### config.mk
export PLATFORM = sky130hd
export DESIGN_NAME = bad_ctrl
export DESIGN_NICKNAME = d
export VERILOG_FILES = /design/src/rtl/bad_pkg.sv /design/src/rtl/bad_div.sv /design/src/rtl/bad_ctrl.sv
export SDC_FILE = /design/constraint.sdc
export NUM_CORES = 1
export LEC_CHECK = 0
export BUFFER_PORTS_ARGS = -buffer_cell sky130_fd_sc_hd__clkbuf_2
export CAP_MARGIN = 20
export CORE_UTILIZATION = 64
export DETAILED_ROUTE_END_ITERATION = 10
export MAX_ROUTING_LAYER = met4
export PLACE_DENSITY = 0.8
export SYNTH_ARGS = -nofsm -noshare
export SYNTH_HDL_FRONTEND = slang
export SYNTH_HIERARCHICAL = 1
export SYNTH_SLANG_ARGS = --single-unit
### constraint.sdc
create_clock -name clk -period 8.29 [get_ports clk]
set_input_delay 0.4145 -clock clk [delete_from_list [all_inputs] [get_ports clk]]
set_output_delay 0.4145 -clock clk [all_outputs]
set_load 0.01 [all_outputs]
### src/rtl/bad_pkg.sv
// Shared types and constants of the box-average image downscaler.
package bad_pkg;

    // Clamp limits of the configuration registers.
    localparam logic [4:0]  MAX_FACTOR = 5'd16;
    localparam logic [12:0] MAX_WIDTH  = 13'd4096;
    localparam logic [12:0] MAX_HEIGHT = 13'd4096;

    // Line store depth in block columns.
    localparam int LINE_DEPTH = 4096;

    // Configuration register indexes.
    localparam logic [1:0] REG_FACTOR = 2'd0;
    localparam logic [1:0] REG_WIDTH  = 2'd1;
    localparam logic [1:0] REG_HEIGHT = 2'd2;
    localparam logic [1:0] REG_COLOR  = 2'd3;

    // Order of the divisions run after reset or a register write.
    localparam logic [1:0] SETUP_BLOCKS_W = 2'd0;
    localparam logic [1:0] SETUP_BLOCKS_H = 2'd1;
    localparam logic [1:0] SETUP_COLUMN   = 2'd2;
    localparam logic [1:0] SETUP_ROW      = 2'd3;

    // Serial divider sizes.
    localparam int DIVIDEND_W = 17;
    localparam int DIVISOR_W  = 9;

    // Sequencer that derives block counts and block positions.
    typedef enum logic [1:0] {
        SU_START,
        SU_WAIT,
        SU_READY
    } setup_state_t;

    // Per-pixel sequencer of the top level.
    typedef enum logic [2:0] {
        ST_IDLE,
        ST_READ,
        ST_UPDATE,
        ST_DIVIDE,
        ST_EMIT
    } state_t;

    // What one accepted pixel does to the lanes.
    typedef struct packed {
        logic        active;
        logic        first_col;
        logic        seg_end;
        logic        first_row;
        logic        last_row;
        logic        last_blk;
        logic [11:0] bx;
    } step_t;

endpackage

### src/rtl/bad_div.sv
// Restoring serial divider, one quotient bit per cycle.
module bad_div
    import bad_pkg::*;
(
    input  logic                  clk,
    input  logic                  rst_n,
    input  logic                  start,
    input  logic [DIVIDEND_W-1:0] dividend,
    input  logic [DIVISOR_W-1:0]  divisor,
    output logic [DIVIDEND_W-1:0] quotient,
    output logic [DIVISOR_W-1:0]  remainder,
    output logic                  done
);

    logic [DIVIDEND_W-1:0] quo_reg, quo_next;
    logic [DIVISOR_W-1:0]  rem_reg, rem_next;
    logic [DIVISOR_W-1:0]  dvs_reg;
    logic [4:0]            cnt_reg;
    logic                  busy_reg;
    logic                  done_reg;
    logic [DIVISOR_W:0]    trial;
    logic                  fits;

    // One trial subtraction per cycle.
    always_comb
    begin
        trial    = {rem_reg, quo_reg[DIVIDEND_W-1]};
        fits     = trial >= {1'b0, dvs_reg};
        rem_next = fits ? DIVISOR_W'(trial - {1'b0, dvs_reg}) : trial[DIVISOR_W-1:0];
        quo_next = {quo_reg[DIVIDEND_W-2:0], fits};
    end

    // Control: iteration count, busy and done pulse.
    always_ff @(posedge clk or negedge rst_n)
    begin
        if (!rst_n)
        begin
            busy_reg <= 1'b0;
            cnt_reg  <= '0;
            done_reg <= 1'b0;
        end
        else
        begin
            done_reg <= busy_reg && (cnt_reg == 5'd1) && !start;
            if (start)
            begin
                busy_reg <= 1'b1;
                cnt_reg  <= 5'(DIVIDEND_W);
            end
            else if (busy_reg)
            begin
                cnt_reg <= cnt_reg - 5'd1;
                if (cnt_reg == 5'd1)
                begin
                    busy_reg <= 1'b0;
                end
            end
        end
    end

    // Datapath.
    always_ff @(posedge clk)
    begin
        if (start)
        begin
            quo_reg <= dividend;
            rem_reg <= '0;
            dvs_reg <= divisor;
        end
        else if (busy_reg)
        begin
            quo_reg <= quo_next;
            rem_reg <= rem_next;
        end
    end

    assign quotient  = quo_reg;
    assign remainder = rem_reg;
    assign done      = done_reg;

endmodule

### src/rtl/bad_ctrl.sv
// Configuration registers, pixel position counters and block geometry.
module bad_ctrl
    import bad_pkg::*;
(
    input  logic        clk,
    input  logic        rst_n,
    input  logic        cfg_we,
    input  logic [1:0]  cfg_index,
    input  logic [12:0] cfg_data,
    input  logic        accept,
    input  logic        frame_start,
    output step_t       step,
    output logic        busy,
    output logic        color_mode,
    output logic [8:0]  area
);

    logic [4:0]  factor_reg;
    logic [12:0] width_reg;
    logic [12:0] height_reg;
    logic        color_reg;
    logic [4:0]  f_c;
    logic [12:0] w_c;
    logic [12:0] h_c;

    logic [12:0] col_reg, col_next;
    logic [12:0] row_reg, row_next;
    logic [4:0]  dx_reg, dx_next;
    logic [4:0]  dy_reg, dy_next;
    logic [12:0] bx_reg, bx_next;
    logic [12:0] by_reg, by_next;
    logic [12:0] blocks_w_reg;
    logic [12:0] blocks_h_reg;

    setup_state_t su_reg, su_next;
    logic [1:0]   idx_reg;
    logic         div_start;
    logic [12:0]  div_num;
    logic [DIVIDEND_W-1:0] quotient;
    logic [DIVISOR_W-1:0]  remainder;
    logic                  div_done;

    // Clamped register values.
    always_comb
    begin
        f_c = (factor_reg == 5'd0) ? 5'd1 : ((factor_reg > MAX_FACTOR) ? MAX_FACTOR : factor_reg);
        w_c = (width_reg == 13'd0) ? 13'd1 : ((width_reg > MAX_WIDTH) ? MAX_WIDTH : width_reg);
        h_c = (height_reg == 13'd0) ? 13'd1 : ((height_reg > MAX_HEIGHT) ? MAX_HEIGHT : height_reg);
    end

    assign area       = {4'd0, f_c} * {4'd0, f_c};
    assign color_mode = color_reg;

    // Register writes.
    always_ff @(posedge clk or negedge rst_n)
    begin
        if (!rst_n)
        begin
            factor_reg <= 5'd2;
            width_reg  <= 13'd640;
            height_reg <= 13'd480;
            color_reg  <= 1'b0;
        end
        else if (cfg_we)
        begin
            case (cfg_index)
                REG_FACTOR: factor_reg <= cfg_data[4:0];
                REG_WIDTH:  width_reg  <= cfg_data;
                REG_HEIGHT: height_reg <= cfg_data;
                REG_COLOR:  color_reg  <= cfg_data[0];
                default:    factor_reg <= factor_reg;
            endcase
        end
    end

    // Position update for one pixel: frame start, late row wrap, then advance.
    always_comb
    begin
        col_next = col_reg;
        row_next = row_reg;
        dx_next  = dx_reg;
        dy_next  = dy_reg;
        bx_next  = bx_reg;
        by_next  = by_reg;
        step     = '0;
        if (frame_start)
        begin
            col_next = '0;
            row_next = '0;
            dx_next  = '0;
            dy_next  = '0;
            bx_next  = '0;
            by_next  = '0;
        end
        if (col_next >= w_c)
        begin
            col_next = '0;
            dx_next  = '0;
            bx_next  = '0;
            if (row_next < h_c)
            begin
                row_next = row_next + 13'd1;
                if (dy_next + 5'd1 == f_c)
                begin
                    dy_next = '0;
                    by_next = by_next + 13'd1;
                end
                else
                begin
                    dy_next = dy_next + 5'd1;
                end
            end
        end
        if (row_next < h_c)
        begin
            step.active    = (bx_next < blocks_w_reg) && (by_next < blocks_h_reg);
            step.first_col = dx_next == 5'd0;
            step.seg_end   = dx_next + 5'd1 == f_c;
            step.first_row = dy_next == 5'd0;
            step.last_row  = dy_next + 5'd1 == f_c;
            step.last_blk  = (bx_next == blocks_w_reg - 13'd1) &&
                             (by_next == blocks_h_reg - 13'd1);
            step.bx        = bx_next[11:0];
            col_next = col_next + 13'd1;
            if (dx_next + 5'd1 == f_c)
            begin
                dx_next = '0;
                bx_next = bx_next + 13'd1;
            end
            else
            begin
                dx_next = dx_next + 5'd1;
            end
            if (col_next >= w_c)
            begin
                col_next = '0;
                dx_next  = '0;
                bx_next  = '0;
                row_next = row_next + 13'd1;
                if (dy_next + 5'd1 == f_c)
                begin
                    dy_next = '0;
                    by_next = by_next + 13'd1;
                end
                else
                begin
                    dy_next = dy_next + 5'd1;
                end
            end
        end
    end

    // Setup sequencer: next state.
    always_comb
    begin
        su_next = su_reg;
        case (su_reg)
            SU_START: su_next = SU_WAIT;
            SU_WAIT:
            begin
                if (div_done && (idx_reg == SETUP_ROW))
                begin
                    su_next = SU_READY;
                end
                else if (div_done)
                begin
                    su_next = SU_START;
                end
            end
            SU_READY: su_next = SU_READY;
            default:  su_next = SU_START;
        endcase
        if (cfg_we)
        begin
            su_next = SU_START;
        end
    end

    // Setup sequencer: outputs.
    always_comb
    begin
        div_start = 1'b0;
        busy      = 1'b1;
        case (su_reg)
            SU_START: div_start = 1'b1;
            SU_WAIT:  div_start = 1'b0;
            SU_READY: busy      = 1'b0;
            default:  busy      = 1'b1;
        endcase
    end

    // Dividend for each setup division.
    always_comb
    begin
        case (idx_reg)
            SETUP_BLOCKS_W: div_num = w_c;
            SETUP_BLOCKS_H: div_num = h_c;
            SETUP_COLUMN:   div_num = col_reg;
            SETUP_ROW:      div_num = row_reg;
            default:        div_num = w_c;
        endcase
    end

    bad_div u_div (
        .clk       (clk),
        .rst_n     (rst_n),
        .start     (div_start),
        .dividend  ({4'd0, div_num}),
        .divisor   ({4'd0, f_c}),
        .quotient  (quotient),
        .remainder (remainder),
        .done      (div_done)
    );

    // Sequencer state, geometry and positions.
    always_ff @(posedge clk or negedge rst_n)
    begin
        if (!rst_n)
        begin
            su_reg       <= SU_START;
            idx_reg      <= SETUP_BLOCKS_W;
            blocks_w_reg <= '0;
            blocks_h_reg <= '0;
            col_reg      <= '0;
            row_reg      <= '0;
            dx_reg       <= '0;
            dy_reg       <= '0;
            bx_reg       <= '0;
            by_reg       <= '0;
        end
        else
        begin
            su_reg <= su_next;
            if (cfg_we)
            begin
                idx_reg <= SETUP_BLOCKS_W;
            end
            else if ((su_reg == SU_WAIT) && div_done)
            begin
                idx_reg <= idx_reg + 2'd1;
                case (idx_reg)
                    SETUP_BLOCKS_W: blocks_w_reg <= quotient[12:0];
                    SETUP_BLOCKS_H: blocks_h_reg <= quotient[12:0];
                    SETUP_COLUMN:
                    begin
                        bx_reg <= quotient[12:0];
                        dx_reg <= remainder[4:0];
                    end
                    SETUP_ROW:
                    begin
                        by_reg <= quotient[12:0];
                        dy_reg <= remainder[4:0];
                    end
                    default: blocks_w_reg <= blocks_w_reg;
                endcase
            end
            if (accept)
            begin
                col_reg <= col_next;
                row_reg <= row_next;
                dx_reg  <= dx_next;
                dy_reg  <= dy_next;
                bx_reg  <= bx_next;
                by_reg  <= by_next;
            end
        end
    end

endmodule

# Yosys cells after proc, flatten, opt, wreduce, memory -nomap -nowiden
# Cells that the tools add are included.
dict set report op_classes {
  div 0
  mux 73
  shifts 0
  add_sub_neg 14
  mul 1
  n_lt_le_gt_ge 10
  n_reduce_logical 28
  n_eq_ne 16
  bitwise_logic 1
}
# cell count
set ops {}
lappend ops {{2-to-1 mux 13 bit} 35}
lappend ops {{2-to-1 mux 5 bit} 24}
lappend ops {{adder 13 x 1 -> 13 bit (second input constant)} 6}
lappend ops {{less-than comparator 13 bit} 4}
lappend ops {{case mux 13 bit (4 select lines)} 1}
lappend ops {{== test 13 bit} 2}
lappend ops {{greater-or-equal comparator 13 bit} 2}
lappend ops {{> comparator 13 bit (second input constant)} 2}
lappend ops {{logical NOT 13 bit} 2}
lappend ops {{subtractor 13 x 1 -> 13 bit (second input constant)} 2}
lappend ops {{2-to-1 mux 18 bit} 1}
lappend ops {{adder 5 x 1 -> 5 bit (second input constant)} 3}
lappend ops {{== test 5 bit} 3}
lappend ops {{logical NOT 5 bit} 3}
lappend ops {{AND reduction 3 bit} 4}
lappend ops {{== test 2 bit (second input constant)} 5}
lappend ops {{greater-or-equal comparator 10 x 5 -> 1 bit} 1}
lappend ops {{2-to-1 mux 2 bit} 5}
lappend ops {{nonzero test 2 bit} 5}
lappend ops {{multiplier 5 x 5 -> 9 bit} 1}
lappend ops {{2-to-1 mux 9 bit} 1}
lappend ops {{subtractor 9 x 5 -> 9 bit} 1}
lappend ops {{AND reduction 2 bit} 4}
lappend ops {{== test 2 x 1 -> 1 bit (second input constant)} 3}
lappend ops {{other kinds (12)} 23}
dict set report word_totals {
  input_bits 20
  wordCells 164
  rom_bits 0
  latchBits 0
  output_inout_bits 29
  memories 0
  ramBits 0
  reg_bits 162
}

# Longest topological paths before layout
dict set report logic_depth {
  word_depth 13
  depth_mapped 31
  ltp_nobuf 25
}

# Cells and area by module
# Netlist, hierarchy kept.
# mod seq_area_each_um2 cells_per_inst n_inst area_per_inst_um2
set by_module_without_submodules {}
lappend by_module_without_submodules {bad_ctrl 3111.7 1405 1 11845.1}
lappend by_module_without_submodules {bad_div 1136.1 185 1 2245.9}

# Least setup slack after synthesis
# No wires, ideal clock.
dict set report synth_path {
  kind {input port to flip-flop}
  start {input port frame_start}
  end {register row_reg[11]}
  path_buffers 8
  setup_ps 125
  slack_ps 947
  t_arrival_ps 7219
  required_ps 8165
  cell_stages 31
  cell_sequence {buf_2 buf_1 clkbuf_1 clkbuf_1 nor2b_1 ha_1 a21o_1 a221o_1 a211o_1 a21oi_1 clkbuf_1 clkbuf_1 clkbuf_1 and2_1 ha_1 nand2_1 nor4_1 nand4_1 nor2_1 xnor2_1 nor2_1 ha_1 nand2_1 nor3_1 a21oi_1 a31oi_1 and4_1 clkbuf_1 nor4bb_1 xor2_1 mux2_2}
}
dict set report synth_via {
  elab_chain_cells 7
  word_cells_on_any_way 14
  classes_between {3 x add/sub; 4 x order compare; 7 x mux}
}
# element line_no
set synth_rtl {}
lappend synth_rtl {{start, declared} bad_ctrl.sv:11} ;# input logic frame_start,
lappend synth_rtl {{2-to-1 mux 13 bit} bad_ctrl.sv:86} ;# if (frame_start)
lappend synth_rtl {{greater-or-equal comparator 13 bit, or another cell as far along} bad_ctrl.sv:95} ;# if (col_next >= w_c)
lappend synth_rtl {{2-to-1 mux 13 bit (on tied branches)} {bad_ctrl.sv:95, bad_ctrl.sv:100}}
lappend synth_rtl {{adder 13 x 1 -> 13 bit or 2-to-1 mux 13 bit (tied branches)} {bad_ctrl.sv:124, bad_ctrl.sv:95}}
lappend synth_rtl {{greater-or-equal comparator 13 bit or adder 13 x 1 -> 13 bit (tied branches)} {bad_ctrl.sv:134, bad_ctrl.sv:139}}
lappend synth_rtl {{2-to-1 mux 13 bit} bad_ctrl.sv:134} ;# if (col_next >= w_c)
lappend synth_rtl {{2-to-1 mux 13 bit (*)} bad_ctrl.sv:114} ;# if (row_next < h_c)
lappend synth_rtl {{end signal, assigned} bad_ctrl.sv:260} ;# row_reg <= row_next;
lappend synth_rtl {{end, declared} bad_ctrl.sv:27} ;# logic [12:0] row_reg, row_next;
# Mark *: on every way between the ends. The rest lies on a longest branch, timed or not.
# A chain may end at the register's enable or synchronous reset.

==> results.py <==
metrics = {
    "run_status": {
        "run_status": "finished, final reports clean",
    },
    "clocking": {
        "clock_tree_from_tritoncts": "built",
        "post-cts-setup-buffer-count": 0,
        "hold_buffers": 1,
        "cts.sinks": 166,
        "cts.reportedPaths.clkPinSlew_ns": 0.08,
        "inserted_clock_buffers": 17,
        "clock_insertion_delay_worst_skew_ns": 0.46,
        "clock_tree.root_cell": "sky130_fd_sc_hd__clkbuf_16",
        "ctsHtreeMaxLevel": 4,
        "cts_repair_resize_count": 0,
        "cts.path.max_buffers": 2,
    },
    "route": {
        "wirelength_um": 41700,
        "drtIter0Drc": 1500,
        "vias_per_cell": 6.73,
        "num_vias": 12700,
        "firstDrtPassIters": 6,
        "ant_nets": 0,
        "route.detailed.drc": 0,
        "post_drt_wl_per_cell_um": 22.0,
    },
    "synth": {
        "synth.ff_latch_count": 166,
        "syn_inst": 1590,
        "async_reset_ff_share_pct": 78.9,
        "avgSynthCellArea_sq_um": 8.86,
        "synth-main-ff-cell": "sky130_fd_sc_hd__dfrtp_1",
        "post_synthesis_sequential_area_ratio_pct": 30.1,
        "synthesis.yosys.warnings": 6,
        "mappedNetlistArea_sq_mm": 0.0141,
        "synth.distinct_cells": 97,
        "synth-edff-count": 26,
    },
    "sta": {
        "slew_at_the_pin_with_the_worst_max_slew_slack_ns": 1.06,
        "post-route-worst-setup-slack_ns": 0.893,
        "post-route-period-util_pct": 89.2,
        "slew_viol_final": 0,
        "timing.setup.tns_ns": 0,
        "final_period_minus_worst_setup_slack_ns": 7.40,
        "slew_headroom_pct": 29.2,
        "setup_violations": 0,
        "finalHoldViolCount": 0,
        "peak_clock_frequency_supported_by_timing_ghz": 0.135,
        "clock_skew_ns": 0.0152,
        "setup_repair_after_global_routing_missed_its_margin": "no",
    },
    "setup_path": {
        "crit_path_end_kind": "output port",
        "critical_path_arrival_ns": 6.98,
        "worst_r2r_path_depth": 21,
        "worst_ep_required_time_ns": 7.88,
        "ff2ff_setup_slack_ns": 1.24,
        "critical_path.slowest_cell": "sky130_fd_sc_hd__nor4_1",
        "critPathMostFrequentCell": "sky130_fd_sc_hd__nor4_1",
        "crit_path_start_kind": "flip-flop",
        "timing.rr.end": "by_reg[5]$_DFFE_PN0P_",
        "worst_path_largest_cell_delay_ns": 0.67,
        "start_point_of_the_critical_path": "width_reg[12]$_DFFE_PN0P_",
        "worst-setup-path-type": "reg2out",
        "timing.critical_path.fanout_max": 24,
        "critical_path.reg2reg.startpoint": "width_reg[12]$_DFFE_PN0P_",
        "crit_chain": "inv_1 > nand2_1 > ha_1 > and4_1 > nand4_1 > inv_1 > a21boi_2 > buf_4 > nor4_1 > xor2_1 > ha_1 > a221o_1 > a31oi_1 > o21ai_0 > nor4_1 > o221ai_1 > and3_1 > nor4_1 > clkbuf_2",
    },
    "pwr": {
        "clkPwrFrac_pct": 23.0,
        "netSwitchingFraction_pct": 43.1,
        "share_comb_of_total_power_pct": 42.9,
        "internal_power_w": 0.00215,
        "power_density_mw_per_mm2": 249,
        "p_leak_nw": 6.88,
        "power_frac_seq_pct": 34.1,
        "power.net_switching_w": 0.00163,
        "power.ir.vdd_worst_mv": 0.173,
    },
    "grt": {
        "track_usage_pct": 39.1,
        "antenna_found_initial": 1,
        "global_route_wire_length_before_repair_um": 65300,
        "grt_pass1_vias": 11700,
        "grt_overflow_total": 0,
        "largest_net_degree_at_the_start_of_global_routing": 75,
    },
    "placement": {
        "finalWeightedCongestion": 1.01,
        "pre_cts_slack_ns": 1.21,
        "placed_cells_incl_taps": 1861,
        "count_of_port_buffers_added_during_placement": 47,
        "hpwl_um": 30400,
    },
    "floorplan": {
        "initial_core_utilization_pct": 66.2,
        "core_sq_mm": 0.0213,
        "placementRows": 53,
        "top_level_ports": 49,
        "horizontal_die_dimension_um": 150,
        "dieHeight_um": 150,
        "dieArea_sq_mm": 0.0226,
    },
    "finish": {
        "largest_register_ff_count": 17,
        "final_cell_count_no_fill": 1895,
        "post_route_cells_drive_above_1_share_pct": 14.5,
        "area_growth_syn_to_layout_pct": 7.60,
        "nets": 1745,
    },
    "run": {
        "max_cap_viol_count": 0,
    },
    "hold_path": {
        "worstHoldPathCells": 2,
        "worstHoldPathType": "in2reg",
        "min-delay-start": "cfg_data[12]",
        "worstHoldEndpoint": "height_reg[12]$_DFFE_PN0P_",
    },
}
[metrics by stage]
stage / area (sq um) / util, % / hold WS, ns / power [W]
2_1_floorplan: 14100 / - / 0.119 / 0.00241
3_3_place_gp: 14500 / 68.2 / 0.404 / 0.00282
3_5_place_dp: 14500 / 68.2 / 0.403 / 0.00286
4_1_cts: 15200 / 71.2 / 0.196 / 0.00374
5_1_grt: 15200 / 71.2 / 0.205 / 0.00398
6_report: 15200 / 71.2 / 0.201 / 0.00378
[power by group through the flow]
stage | logic, W | clock network, W | registers, W
2_1_floorplan | 0.00127 | 0 | 0.00114
3_3_place_gp | 0.00154 | 0 | 0.00128
3_5_place_dp | 0.00157 | 0 | 0.00129
4_1_cts | 0.00160 | 0.000871 | 0.00127
5_1_grt | 0.00177 | 0.000904 | 0.00130
6_report | 0.00162 | 0.000870 | 0.00129
[worst max-delay path by stage]
stage	to	slack, ns	depth (start not counted)
6_report	step[14]	0.89	19
5_1_grt	step[15]	0.53	19
4_1_cts	step[14]	1.13	19
3_5_place_dp	by_reg[5]$_DFFE_PN0P_	1.21	22
3_3_place_gp	by_reg[11]$_DFFE_PN0P_	1.46	22
2_1_floorplan	row_reg[11]$_DFFE_PN0P_	0.95	31
[cell usage after synthesis (9+ instances only)]
cell type	instances	area share [%]
sky130_fd_sc_hd__nand2_1	151	4.0
sky130_fd_sc_hd__o22ai_1	17	0.75
sky130_fd_sc_hd__and3_1	38	1.7
sky130_fd_sc_hd__a221o_1	15	1.1
sky130_fd_sc_hd__dfxtp_1	9	1.3
sky130_fd_sc_hd__nand4_1	23	1.0
sky130_fd_sc_hd__a21oi_1	87	3.1
sky130_fd_sc_hd__a211oi_1	26	1.4
sky130_fd_sc_hd__xnor2_1	72	4.5
sky130_fd_sc_hd__and2_1	20	0.89
sky130_fd_sc_hd__nand3_1	49	1.7
sky130_fd_sc_hd__nor3_1	40	1.4
sky130_fd_sc_hd__dfrtp_1	124	22
sky130_fd_sc_hd__a21o_1	9	0.48
sky130_fd_sc_hd__buf_1	9	0.24
sky130_fd_sc_hd__inv_1	87	2.3
sky130_fd_sc_hd__mux2i_1	33	2.3
sky130_fd_sc_hd__o31ai_1	9	0.48
sky130_fd_sc_hd__nand3b_1	10	0.53
sky130_fd_sc_hd__a31oi_1	21	0.93
sky130_fd_sc_hd__edfxtp_1	26	5.5
sky130_fd_sc_hd__clkbuf_1	57	1.5
sky130_fd_sc_hd__nor2b_1	41	1.8
sky130_fd_sc_hd__or3_1	12	0.53
sky130_fd_sc_hd__o21ai_0	55	2.0
sky130_fd_sc_hd__nand2b_1	16	0.71
sky130_fd_sc_hd__xor2_1	41	2.5
sky130_fd_sc_hd__mux2_2	92	7.4
sky130_fd_sc_hd__ha_1	115	10
sky130_fd_sc_hd__nor4_1	29	1.3
sky130_fd_sc_hd__nor2_1	87	2.3
sky130_fd_sc_hd__o21a_1	17	0.91
[critical path, delay by kind of cell, from the launching register on]
| family | cells | cell delay, ns |
|---|---|---|
| DFF | 1 | 0.41 |
| xor gates and xnor gates | 1 | 0.35 |
| AOI/OAI and AO/OA | 5 | 0.93 |
| and+or+nand+nor | 7 | 3.08 |
| buffers and inverters | 4 | 1.05 |
| adders and majority gates | 2 | 0.69 |
[cell usage in the layout (no fill, tap or decap), types with 6 or more instances in the layout]
cell type	Yosys	routed
sky130_fd_sc_hd__buf_4	5	19
sky130_fd_sc_hd__a31o_2	6	6
sky130_fd_sc_hd__nor3_1	40	39
sky130_fd_sc_hd__edfxtp_1	26	26
sky130_fd_sc_hd__dfxtp_1	9	9
sky130_fd_sc_hd__nand3_1	49	49
sky130_fd_sc_hd__o22ai_1	17	17
sky130_fd_sc_hd__o31ai_1	9	9
sky130_fd_sc_hd__xnor2_1	72	72
sky130_fd_sc_hd__clkbuf_16	0	17
sky130_fd_sc_hd__a21oi_1	87	86
sky130_fd_sc_hd__nor4_1	29	29
sky130_fd_sc_hd__o21ai_0	55	55
sky130_fd_sc_hd__mux2_2	92	92
sky130_fd_sc_hd__nand4b_1	7	7
sky130_fd_sc_hd__xor2_1	41	41
sky130_fd_sc_hd__conb_1	1	12
sky130_fd_sc_hd__a22o_1	6	6
sky130_fd_sc_hd__dfrtp_1	124	124
sky130_fd_sc_hd__and2_1	20	20
sky130_fd_sc_hd__a31oi_1	21	21
sky130_fd_sc_hd__nand2b_1	16	16
sky130_fd_sc_hd__inv_1	87	87
sky130_fd_sc_hd__a221o_1	15	15
sky130_fd_sc_hd__dfstp_2	7	7
sky130_fd_sc_hd__nand3b_1	10	10
sky130_fd_sc_hd__or3_1	12	12
sky130_fd_sc_hd__ha_1	115	115
sky130_fd_sc_hd__clkbuf_2	0	46
sky130_fd_sc_hd__and3_1	38	38
sky130_fd_sc_hd__o21a_1	17	17
sky130_fd_sc_hd__nand4_1	23	23
sky130_fd_sc_hd__nor2_1	87	86
sky130_fd_sc_hd__a21o_1	9	9
sky130_fd_sc_hd__nor3b_1	7	7
sky130_fd_sc_hd__nor2b_1	41	41
sky130_fd_sc_hd__mux2i_1	33	33
sky130_fd_sc_hd__nand2_1	151	151
sky130_fd_sc_hd__and4_1	7	7
sky130_fd_sc_hd__a211oi_1	26	26
[logic make-up (layout without fill, tap and decap cells)]
group           Yosys count  count (layout)  synth area share, %
flops                   166             166                 30.1
mux                     126             126                 9.86
xor+xnor                114             114                 7.18
other cells               1              13               0.0266
fa+ha+maj               119             119                 10.8
simple gates            567             567                 21.3
buf+inv                 170             188                 4.98
compound gates          327             327                 15.7
[cell type report]
cell class | count | area, sq um
clock inverter | 15 | 208
sequential | 166 | 4250
clock buffer | 17 | 425
timing repair buffer | 67 | 394
tap | 275 | 344
antenna | 1 | 2.50
multi-input combinational | 1265 | 9210
inverter | 89 | 334
fill | 1678 | 6120
[per-layer routing]
| metal | share of wire [%] | GRT usage [%] | vias to the layer above |
|---|---|---|---|
| li1 | - | - | 5827 |
| met1 | 42 | 53.2 | 6123 |
| met2 | 44 | 57.5 | 666 |
| met3 | 9.7 | 6.94 | 129 |
| met4 | 3.8 | 15.3 | 0 |
| met5 | 0 | - | - |
No activity file was read; power rests on OpenSTA's default activity.
